File: config.mk
export PLATFORM = sky130hd
export DESIGN_NAME = slot_pool_lifecycle_manager_unit
export DESIGN_NICKNAME = d
export VERILOG_FILES = /design/src/rtl/splm_pkg.sv /design/src/rtl/splm_ctrl.sv /design/src/rtl/splm_dpath.sv /design/src/rtl/slot_pool_lifecycle_manager_unit.sv
export SDC_FILE = /design/constraint.sdc
export NUM_CORES = 1
export LEC_CHECK = 0
export ABC_AREA = 1
export BUFFER_PORTS_ARGS = -buffer_cell sky130_fd_sc_hd__buf_2
export CAP_MARGIN = 40
export CORE_UTILIZATION = 55
export DETAILED_ROUTE_END_ITERATION = 8
export GPL_TIMING_DRIVEN = 0
export PLACE_DENSITY = 0.72
export SLEW_MARGIN = 0
export SYNTH_ARGS = -nofsm -noshare
export SYNTH_HDL_FRONTEND = slang
export SYNTH_SLANG_ARGS = --single-unit
File: constraint.sdc
create_clock -name clk -period 6.25 [get_ports clk]
set_input_delay 1.5625 -clock clk [delete_from_list [all_inputs] [get_ports clk]]
set_output_delay 1.5625 -clock clk [all_outputs]
set_load 0.02 [all_outputs]
File: src/rtl/splm_pkg.sv
`timescale 1ns / 1ps

package splm_pkg;

  typedef enum logic [1:0] {
    OP_ALLOC   = 2'd0,
    OP_MARK    = 2'd1,
    OP_ACQUIRE = 2'd2,
    OP_RELEASE = 2'd3
  } op_t;

  typedef enum logic [1:0] {
    PH_FREE      = 2'd0,
    PH_WRITING   = 2'd1,
    PH_READY     = 2'd2,
    PH_CONSUMING = 2'd3
  } phase_t;

  typedef enum logic [2:0] {
    ST_OK        = 3'd0,
    ST_FULL      = 3'd1,
    ST_INVALID   = 3'd2,
    ST_STALE     = 3'd3,
    ST_NOT_READY = 3'd4
  } status_t;

  typedef enum logic {
    S_IDLE = 1'b0,
    S_EXEC = 1'b1
  } state_t;

  typedef struct packed {
    logic load;    // latch request, issue table read
    logic commit;  // write back slot record, load result register
  } ctrl_cmd_t;

  localparam int GEN_W   = 32;
  localparam int IDX_W   = 4;
  localparam int LEN_W   = 16;
  localparam int CNT_W   = 5;
  localparam int STAT_W  = 3;

endpackage

File: src/rtl/splm_ctrl.sv
`timescale 1ns / 1ps

module splm_ctrl (
  input  logic                  clk,
  input  logic                  rst_n,
  input  logic                  in_valid,
  output logic                  in_ready,
  output logic                  out_valid,
  input  logic                  out_ready,
  output splm_pkg::ctrl_cmd_t   cmd
);
  import splm_pkg::*;

  state_t state_r, state_nxt;
  logic   out_valid_r, out_valid_nxt;

  always_ff @(posedge clk) begin
    if (!rst_n) begin
      state_r     <= S_IDLE;
      out_valid_r <= 1'b0;
    end else begin
      state_r     <= state_nxt;
      out_valid_r <= out_valid_nxt;
    end
  end

  always_comb begin
    state_nxt     = state_r;
    out_valid_nxt = out_valid_r;
    in_ready      = 1'b0;
    cmd           = '0;
    if (out_valid_r && out_ready) begin
      out_valid_nxt = 1'b0;
    end
    case (state_r)
      S_IDLE: begin
        in_ready = 1'b1;
        if (in_valid) begin
          cmd.load  = 1'b1;
          state_nxt = S_EXEC;
        end
      end
      S_EXEC: begin
        // finish only once the result register is free
        if (!out_valid_r || out_ready) begin
          cmd.commit    = 1'b1;
          out_valid_nxt = 1'b1;
          state_nxt     = S_IDLE;
        end
      end
      default: begin
        state_nxt = S_IDLE;
      end
    endcase
  end

  assign out_valid = out_valid_r;

endmodule

File: src/rtl/splm_dpath.sv
`timescale 1ns / 1ps

module splm_dpath #(
  parameter int MAX_SLOTS = 16
) (
  input  logic                          clk,
  input  logic                          rst_n,
  input  splm_pkg::ctrl_cmd_t           cmd,
  input  logic                          cfg_we,
  input  logic [splm_pkg::CNT_W-1:0]    cfg_active_slots,
  input  logic [1:0]                    in_op,
  input  logic [splm_pkg::IDX_W-1:0]    in_slot_index,
  input  logic [splm_pkg::GEN_W-1:0]    in_generation_in,
  input  logic [splm_pkg::GEN_W-1:0]    in_owner_seq,
  input  logic [splm_pkg::LEN_W-1:0]    in_length_in,
  output logic [splm_pkg::STAT_W-1:0]   out_status,
  output logic [splm_pkg::IDX_W-1:0]    out_slot_out,
  output logic [splm_pkg::GEN_W-1:0]    out_generation_out
);
  import splm_pkg::*;

  localparam int AW    = (MAX_SLOTS > 1) ? $clog2(MAX_SLOTS) : 1;
  localparam int CW0   = $clog2(MAX_SLOTS + 1);
  localparam int CMPW  = (CW0 > CNT_W) ? CW0 : CNT_W;

  // slot state kept in flops (needed by the free search)
  phase_t              phase_r [MAX_SLOTS];
  logic [MAX_SLOTS-1:0] held_r;
  logic [MAX_SLOTS-1:0] gen_vld_r;  // clear entry reads as generation one

  // slot record tables
  logic [GEN_W-1:0] gen_mem   [MAX_SLOTS];
  logic [GEN_W-1:0] owner_mem [MAX_SLOTS];
  logic [LEN_W-1:0] len_mem   [MAX_SLOTS];

  logic [CNT_W-1:0] active_r;

  // latched request
  op_t              req_op_r;
  logic [IDX_W-1:0] req_idx_r;
  logic [AW-1:0]    req_addr_r;
  logic [GEN_W-1:0] req_gen_r;
  logic [GEN_W-1:0] req_owner_r;
  logic [LEN_W-1:0] req_len_r;
  logic             req_found_r;
  logic [GEN_W-1:0] gen_rd_r;
  logic             gen_rd_vld_r;

  logic [STAT_W-1:0] out_status_r;
  logic [IDX_W-1:0]  out_slot_r;
  logic [GEN_W-1:0]  out_gen_r;

  logic [CMPW-1:0] count;
  logic            free_found;
  logic [AW-1:0]   free_slot;
  logic [AW-1:0]   rd_addr;

  logic [GEN_W-1:0] gen_cur;
  logic [GEN_W-1:0] gen_inc;
  phase_t           ph_cur;
  logic             idx_ok;
  status_t          status_c;
  logic             wr_gen, wr_owner, wr_len;
  logic [LEN_W-1:0] len_wdata;
  logic             ph_we;
  phase_t           ph_wdata;
  logic             held_we;
  logic             held_wdata;

  always_comb begin
    if (CMPW'(active_r) > CMPW'(MAX_SLOTS)) begin
      count = CMPW'(MAX_SLOTS);
    end else begin
      count = CMPW'(active_r);
    end
  end

  // lowest free slot below the active count
  always_comb begin
    free_found = 1'b0;
    free_slot  = '0;
    for (int i = MAX_SLOTS - 1; i >= 0; i--) begin
      if ((phase_r[i] == PH_FREE) && (CMPW'(i) < count)) begin
        free_found = 1'b1;
        free_slot  = AW'(i);
      end
    end
  end

  assign rd_addr = (op_t'(in_op) == OP_ALLOC) ? free_slot : AW'(in_slot_index);

  always_ff @(posedge clk) begin
    if (!rst_n) begin
      active_r <= CNT_W'(16);
    end else if (cfg_we) begin
      active_r <= cfg_active_slots;
    end
  end

  always_ff @(posedge clk) begin
    if (cmd.load) begin
      req_op_r     <= op_t'(in_op);
      req_idx_r    <= in_slot_index;
      req_addr_r   <= rd_addr;
      req_gen_r    <= in_generation_in;
      req_owner_r  <= in_owner_seq;
      req_len_r    <= in_length_in;
      req_found_r  <= free_found;
      gen_rd_r     <= gen_mem[rd_addr];
      gen_rd_vld_r <= gen_vld_r[rd_addr];
    end
  end

  assign gen_cur = gen_rd_vld_r ? gen_rd_r : GEN_W'(1);
  assign gen_inc = gen_cur + GEN_W'(1);
  assign ph_cur  = phase_r[req_addr_r];
  assign idx_ok  = CMPW'(req_idx_r) < count;

  always_comb begin
    status_c   = ST_OK;
    wr_gen     = 1'b0;
    wr_owner   = 1'b0;
    wr_len     = 1'b0;
    len_wdata  = req_len_r;
    ph_we      = 1'b0;
    ph_wdata   = PH_FREE;
    held_we    = 1'b0;
    held_wdata = 1'b0;
    if (req_op_r == OP_ALLOC) begin
      if (req_found_r) begin
        wr_gen     = 1'b1;
        wr_owner   = 1'b1;
        wr_len     = 1'b1;
        len_wdata  = '0;
        ph_we      = 1'b1;
        ph_wdata   = PH_WRITING;
        held_we    = 1'b1;
        held_wdata = 1'b1;
      end else begin
        status_c = ST_FULL;
      end
    end else if (!idx_ok) begin
      status_c = ST_INVALID;
    end else begin
      case (req_op_r)
        OP_MARK: begin
          if (ph_cur != PH_WRITING) begin
            status_c = ST_INVALID;
          end else begin
            wr_len   = 1'b1;
            ph_we    = 1'b1;
            ph_wdata = PH_READY;
          end
        end
        OP_ACQUIRE: begin
          if (gen_cur != req_gen_r) begin
            status_c = ST_STALE;
          end else if (ph_cur != PH_READY) begin
            status_c = ST_NOT_READY;
          end else begin
            ph_we    = 1'b1;
            ph_wdata = PH_CONSUMING;
          end
        end
        OP_RELEASE: begin
          if (gen_cur != req_gen_r) begin
            status_c = ST_STALE;
          end else begin
            ph_we      = 1'b1;
            ph_wdata   = PH_FREE;
            held_we    = 1'b1;
            held_wdata = 1'b0;
          end
        end
        default: begin
          status_c = ST_INVALID;
        end
      endcase
    end
  end

  always_ff @(posedge clk) begin
    if (!rst_n) begin
      for (int i = 0; i < MAX_SLOTS; i++) begin
        phase_r[i] <= PH_FREE;
      end
      held_r    <= '0;
      gen_vld_r <= '0;
    end else if (cmd.commit) begin
      if (ph_we) begin
        phase_r[req_addr_r] <= ph_wdata;
      end
      if (held_we) begin
        held_r[req_addr_r] <= held_wdata;
      end
      if (wr_gen) begin
        gen_vld_r[req_addr_r] <= 1'b1;
      end
    end
  end

  always_ff @(posedge clk) begin
    if (cmd.commit) begin
      if (wr_gen) begin
        gen_mem[req_addr_r] <= gen_inc;
      end
      if (wr_owner) begin
        owner_mem[req_addr_r] <= req_owner_r;
      end
      if (wr_len) begin
        len_mem[req_addr_r] <= len_wdata;
      end
    end
  end

  always_ff @(posedge clk) begin
    if (cmd.commit) begin
      out_status_r <= status_c;
      if (req_op_r == OP_ALLOC && req_found_r) begin
        out_slot_r <= IDX_W'(req_addr_r);
        out_gen_r  <= gen_inc;
      end else begin
        out_slot_r <= '0;
        out_gen_r  <= '0;
      end
    end
  end

  assign out_status         = out_status_r;
  assign out_slot_out       = out_slot_r;
  assign out_generation_out = out_gen_r;

endmodule

File: src/rtl/slot_pool_lifecycle_manager_unit.sv
`timescale 1ns / 1ps
// Each request is latched with its table read on the accept edge; the check,
//   write-back and result register load follow in the commit step.
// A new request is taken only after the previous one has committed (load, then
//   commit step); a result left waiting holds the next request in the commit step.
// Reset (rst_n low, synchronous): all slots free, generations read as 1,
//   active count 16, no result pending. No clearing pass needed.
module slot_pool_lifecycle_manager_unit #(
  parameter int MAX_SLOTS = 16
) (
  input  logic                          clk,
  input  logic                          rst_n,
  input  logic                          cfg_valid,
  output logic                          cfg_ready,
  input  logic [splm_pkg::CNT_W-1:0]    cfg_active_slots,
  input  logic                          in_valid,
  output logic                          in_ready,
  input  logic [1:0]                    in_op,
  input  logic [splm_pkg::IDX_W-1:0]    in_slot_index,
  input  logic [splm_pkg::GEN_W-1:0]    in_generation_in,
  input  logic [splm_pkg::GEN_W-1:0]    in_owner_seq,
  input  logic [splm_pkg::LEN_W-1:0]    in_length_in,
  output logic                          out_valid,
  input  logic                          out_ready,
  output logic [splm_pkg::STAT_W-1:0]   out_status,
  output logic [splm_pkg::IDX_W-1:0]    out_slot_out,
  output logic [splm_pkg::GEN_W-1:0]    out_generation_out
);
  import splm_pkg::*;

  ctrl_cmd_t cmd;

  assign cfg_ready = 1'b1;

  splm_ctrl u_ctrl (
    .clk       (clk),
    .rst_n     (rst_n),
    .in_valid  (in_valid),
    .in_ready  (in_ready),
    .out_valid (out_valid),
    .out_ready (out_ready),
    .cmd       (cmd)
  );

  splm_dpath #(
    .MAX_SLOTS (MAX_SLOTS)
  ) u_dpath (
    .clk                (clk),
    .rst_n              (rst_n),
    .cmd                (cmd),
    .cfg_we             (cfg_valid & cfg_ready),
    .cfg_active_slots   (cfg_active_slots),
    .in_op              (in_op),
    .in_slot_index      (in_slot_index),
    .in_generation_in   (in_generation_in),
    .in_owner_seq       (in_owner_seq),
    .in_length_in       (in_length_in),
    .out_status         (out_status),
    .out_slot_out       (out_slot_out),
    .out_generation_out (out_generation_out)
  );

endmodule

======== Yosys cells after proc, flatten, opt, wreduce, memory -nomap -nowiden ========
Memory sizes are Yosys's and may differ from the RTL's. A register that Yosys moved wholly into a read port is not among the register bits.
Index checks and enable logic that the tools add are counted.
word-level totals
  bits in registers ....................... 106
  memory bits (writable) .................. 544
  input bits .............................. 96
  output and inout port bits .............. 42
  word-level logic and storage cells ...... 157
  memories ................................ 2
memory list
  name             depth  width  rd ports  clocked after memory_dff  write ports  line              RTL
  u_dpath.gen_mem  16     32     1         1                         1            splm_dpath.sv:32  logic [GEN_W-1:0] gen_mem [MAX_SLOTS];
  u_dpath.phase_r  16     2      17        1                         16           splm_dpath.sv:27  phase_t phase_r [MAX_SLOTS];
cells by class
  $add $sub $neg .......................... 1
  order comparisons ....................... 21
  eq/ne operators ......................... 6
  muxes and demuxes ....................... 70
  bitwise gates (word level) .............. 2
  reduce and logical (&&, ||, !) cells .... 42
operators by type and width
  operator                                                               count
  4-bit 2-to-1 mux                                                       19
  4-bit by 5-bit < comparator with 1-bit output, first input constant    8
  2-bit logical NOT                                                      18
  32-bit by 1-bit adder with 32-bit output, second input constant        1
  32-bit 2-to-1 mux                                                      1
  32-bit inequality test                                                 1
  1-bit 2-to-1 mux                                                       31
  3-bit by 5-bit < comparator with 1-bit output, first input constant    4
  1-bit logical AND                                                      19
  2-bit 2-to-1 mux                                                       8
  16-bit bitwise OR                                                      1
  15-bit OR reduction                                                    1
  3-bit 2-to-1 mux                                                       4
  1-bit by 5-bit < comparator with 1-bit output, first input constant    2
  2-bit by 5-bit < comparator with 1-bit output, first input constant    2
  4-bit by 5-bit < comparator with 1-bit output, second input constant   2
  3-bit one-hot mux with 3 select lines                                  1
  5-bit greater-than comparator, second input constant                   1
  4-bit by 5-bit < comparator with 1-bit output                          1
  5-bit 2-to-1 mux                                                       1
  1-bit binary-select mux with 4-bit select                              1
  1-bit demux with 4-bit select                                          1
  2-bit == test, second input constant                                   2
  4-bit by 1-bit >= comparator with 1-bit output, second input constant  1
  11 further kinds                                                       11

======== Longest topological paths before layout ========
  word-level depth ........................ 23
  mapped depth ............................ 29
  mapped depth without buffers ............ 27

======== Modules after synthesis ========
A second synthesis with hierarchy kept.
unflattened totals
  cells, all modules ...................... 2991
  area total of the unflattened synthesis .. 30784.5 µm²
modules (own cells, without submodules)
  module                            instances  cells each  area an instance (µm²)
  splm_dpath                        1          2978        30689.4
  splm_ctrl                         1          11          83.8
  slot_pool_lifecycle_manager_unit  1          2           11.3

======== Worst setup path before layout ========
Ideal clock, no wire load.
  path type ............................... input-to-reg
  start point ............................. input port in_valid
  end point ............................... register with a tool-made name
  setup time .............................. 0.089 ns
  arrival time ............................ 5.680 ns
  data required time ...................... 6.161 ns
  slack ................................... 0.481 ns
  stages .................................. 4
  buffers on the path ..................... 0
  path through ............................ inv_1 -> nor2_1 -> inv_1 -> o21ai_0
RTL lines
  item             line                                    RTL
  start, declared  slot_pool_lifecycle_manager_unit.sv:16  input logic in_valid,

======== Final worst setup path ========
  start point ............................. register u_dpath.active_r[3]
  end point ............................... register u_dpath.gen_rd_r[27] (read register of u_dpath.gen_mem) (data pin)
on the way
  cells in the longest elaborated chain, start to end .. 21
  elaborated cells on any way between the ends .. 51
RTL lines
  item                                           line              RTL
  start, declared                                splm_dpath.sv:36  logic [CNT_W-1:0] active_r;
  start signal, assigned                         splm_dpath.sv:96  active_r <= cfg_active_slots;
  5-bit greater-than comparator                  splm_dpath.sv:71  if (CMPW'(active_r) > CMPW'(MAX_SLOTS)) begin
  5-bit 2-to-1 mux *                             splm_dpath.sv:71
  4-bit by 5-bit < comparator with 1-bit output  splm_dpath.sv:83  if ((phase_r[i] == PH_FREE) && (CMPW'(i) < count)) begin
  1-bit logical AND                              splm_dpath.sv:83
  4-bit 2-to-1 mux (15 in a row)                 splm_dpath.sv:83
  4-bit 2-to-1 mux *                             splm_dpath.sv:83
  4-bit 2-to-1 mux *                             splm_dpath.sv:90  assign rd_addr = (op_t'(in_op) == OP_ALLOC) ? free_slot : AW'(in_slot_index);
  end, declared                                  splm_dpath.sv:46  logic [GEN_W-1:0] gen_rd_r;
Mark *: on every way between the ends. The rest lies on a longest branch, timed or not.
A chain may end at the register's enable or synchronous reset.

==> flow_summary.ini <==
[status]
outcome = finished clean

[hold_path]
hold_path.class = flop to flop
hold_depth = 2
hp-start = u_dpath.gen_vld_r[1]
hold_end = u_dpath.gen_vld_r[1]

[power_and_ir_drop]
p_comb_share_pct = 11.3
finalPower_mw = 10.7
leakagePower_nw = 14.6
p_per_area_mw_per_mm2 = 305
p_seq_share_pct = 48.9
p_sw_mw = 2.73
swShare_pct = 25.5
clock_power_share_pct = 39.8
peakVddDrop_mv = 0.232
p_int_mw = 7.99

[setup_path]
end_kind = flop
cpMaxStageDelayCell = a22oi_1
crit_chain = nor2_1 -> inv_1 -> nor2_1 -> nand2_1 -> and3_1 -> nor2_1 -> o311ai_0 -> a22oi_1 -> clkbuf_1 -> nand3_1 -> nand3_1 -> nand2_1
path_class = flop to flop
crit_arrival_ns = 4.56
reg2reg_setup_slack_ns = 2.01
critical-path-max-stage-delay_ns = 0.94
r2r_cells = 12
required_ns = 6.57
crit_fanout = 10
start_kind = flop
r2r-end = u_dpath.gen_rd_r[27]
reg2reg_from = u_dpath.active_r[3]
path_common_cell = nor2_1

[cts]
path_clk_slew_ns = 0.06
cts_setup_buffers = 0
htree_levels = 3
clock_sinks = 686
cts_tree = built
cts_inserted_buffers = 74
cts_root_buf = clkbuf_16
hold_buffers = 0
clk_latency_ns = 0.62
clock_path_buffers = 3
cts_resized = 0

[logic_synthesis]
yosys.cell_types.count = 45
synth_area_per_cell_sq_um = 10.3
async_reset_ff_share_pct = 0
yosysSeqAreaShare_pct = 65.9
ys_warn_count = 0
synthesis.nets = 3090
syn_inst = 2986
synthTopCellsByArea = edfxtp_1 (64%), nand3_1 (10%), nand2_1 (7.0%)
yosys.area.top_type = edfxtp_1
yosys_most_used_dff = edfxtp_1
synth_seq_cells = 686
synth.top_cell.area_share_pct = 64.2
syn_area_sq_mm = 0.0308
synth_enable_flop_cells = 659

[sta]
hold_slack_ns = 0.464
slew_viol_final = 0
setup_viol_count_final = 0
max_freq_ghz = 0.236
finalHoldViolations = 0
worst_pin_slew_ns = 1.22
finalWorstSetupSlack_ns = 2.01
final.setup.tns_ns = 0
fin_skew_ns = 0.0228
max_slew_margin_pct = 18.9
min_period_over_period_pct = 67.9
finalCriticalPeriod_ns = 4.24
rsz0062_at_grt = false

[floorplanning]
die_h_microns = 239
die_w_microns = 239
initial_core_util_pct = 55.9
fp.dieArea_sq_mm = 0.0570
rows = 86
num_io_pins = 138
core_area_sq_mm = 0.0552

[grt]
grt_pass1_vias = 22000
antenna_found_initial = 4
grt_pass1_wl_microns = 129000
overflow = 0
grt_max_degree = 36
track_usage_pct = 30.6

[layout]
utilization_pct = 63.6
diodes = 0
drive_above_1_share_pct = 11.4
regArea_sq_mm = 0.0203
area_growth_syn_to_layout_pct = 13.8
final_cell_mix = edfxtp_1 (659), nand3_1 (617), nand2_1 (571)
multi_input_area_sq_mm = 0.00797
nFillCells = 4250
final_common_cell = edfxtp_1
nets = 3293

[detailed_routing]
drt_drc_violations_left = 0
ant_nets = 0
routedWlPerCell_microns = 21.8
wirelength_microns = 87000
num_vias = 22600
drtIter0Drc = 2653
viasPerCell = 5.66
dr.pass1.iters = 6

[placed_design]
port_buffers = 88
dp_slack_ns = 1.61
dp_hpwl_microns = 62100
gp_congestion = 0.919

[flow_run]
maxCapViolations = 0
[layout make-up]
cell class                 instances  share of cell area (%)
buffer                           156                    2.03
timing repair buffer             127                    2.73
tap                              748                    2.67
clock inverter                    36                    1.02
inverter                         500                    5.35
clock buffer                      97                    5.58
multi-input combinational       1644                    22.7
sequential                       686                    57.9
[power groups by stage]
| stage | combinational, mW | clock [mW] | sequential, mW |
|---|---|---|---|
| after CTS | 1.18 | 4.29 | 5.24 |
| after floorplan | 0.675 | 0 | 5.35 |
| after detailed placement | 1.18 | 0 | 5.34 |
| after global routing | 1.29 | 4.46 | 5.25 |
| after global placement | 1.10 | 0 | 5.35 |
| final | 1.21 | 4.27 | 5.24 |
[registers in the layout, indices dropped and copies added (netlist names), named ones only]
signal	cells
u_ctrl.state_r	1
u_dpath.req_gen_r	32
u_dpath.req_op_r	2
u_dpath.out_slot_out	4
u_dpath.req_found_r	1
u_dpath.gen_vld_r	16
u_dpath.gen_rd_r	32
u_dpath.gen_mem	512
u_dpath.active_r	5
u_dpath.out_generation_out	32
u_dpath.phase_r	32
u_dpath.gen_rd_vld_r	1
u_dpath.req_idx_r	4
u_dpath.req_addr_r	4
u_dpath.out_status	3
u_ctrl.out_valid	1
[stage by stage]
step | area [sq um] | std cells
floorplan | 30800 | 2986
global placement | 32200 | 3822
detailed placement | 32800 | 3861
CTS | 35100 | 3994
global route | 35100 | 3994
finish | 35100 | 3994
[metal layers]
metal | global-route usage (%) | share of wire, % | up-vias
met5 | 0 | 0.015 | -
met4 | 11.0 | 3.3 | 2
met3 | 5.92 | 11 | 236
met2 | 50.6 | 48 | 1333
met1 | 40.4 | 39 | 10700
li1 | - | - | 10400
[cells in the mapped netlist (all sizes together) (2+ instances only)]
| cell type | instances |
|---|---|
| o221ai | 4 |
| buf | 90 |
| o21ai | 30 |
| a22oi | 2 |
| dfxtp | 27 |
| inv | 499 |
| ha | 8 |
| clkbuf | 66 |
| xor2 | 17 |
| a31oi | 3 |
| edfxtp | 659 |
| nand3b | 66 |
| or2 | 3 |
| nor4 | 8 |
| nand2 | 592 |
| xnor2 | 25 |
| nand3 | 618 |
| nor3 | 29 |
| nor2 | 163 |
| mux2i | 5 |
| nand4 | 17 |
| and2 | 4 |
| o21bai | 2 |
| o21a | 2 |
| a21oi | 39 |
[worst max-delay path, delay by kind of cell (launching register included)]
family / cells / cell delay [ns]
flip-flops: 1 / 0.36
AO/OA/AOI/OAI: 2 / 1.12
buffers and inverters: 2 / 0.84
AND/OR/NAND/NOR: 8 / 1.60
[kinds of logic (layout without fill, tap and decap cells)]
family / count (synthesis) / in the layout / synth area share, %
compound gates: 85 / 85 / 1.53
xor+xnor: 42 / 42 / 1.19
fa+ha+maj: 8 / 8 / 0.325
buf+inv: 656 / 916 / 8.39
flops: 686 / 686 / 65.9
mux: 5 / 5 / 0.162
other cells: 1 / 1 / 0.0122
simple gates: 1503 / 1503 / 22.5
[worst max path at each step]
stage,start,to,slack [ns],cells past startpoint
after floorplan,in_valid,flop,0.48,4
after global placement,in_valid,flop,-1.50,5
after detailed placement,in_op[1],u_dpath.gen_rd_r[27],1.61,11
after CTS,in_op[1],u_dpath.gen_rd_r[26],2.26,11
after global routing,u_dpath.active_r[3],u_dpath.gen_rd_r[27],1.97,12
final,u_dpath.active_r[3],u_dpath.gen_rd_r[27],2.01,12
Power figures use the tool's default switching activity.
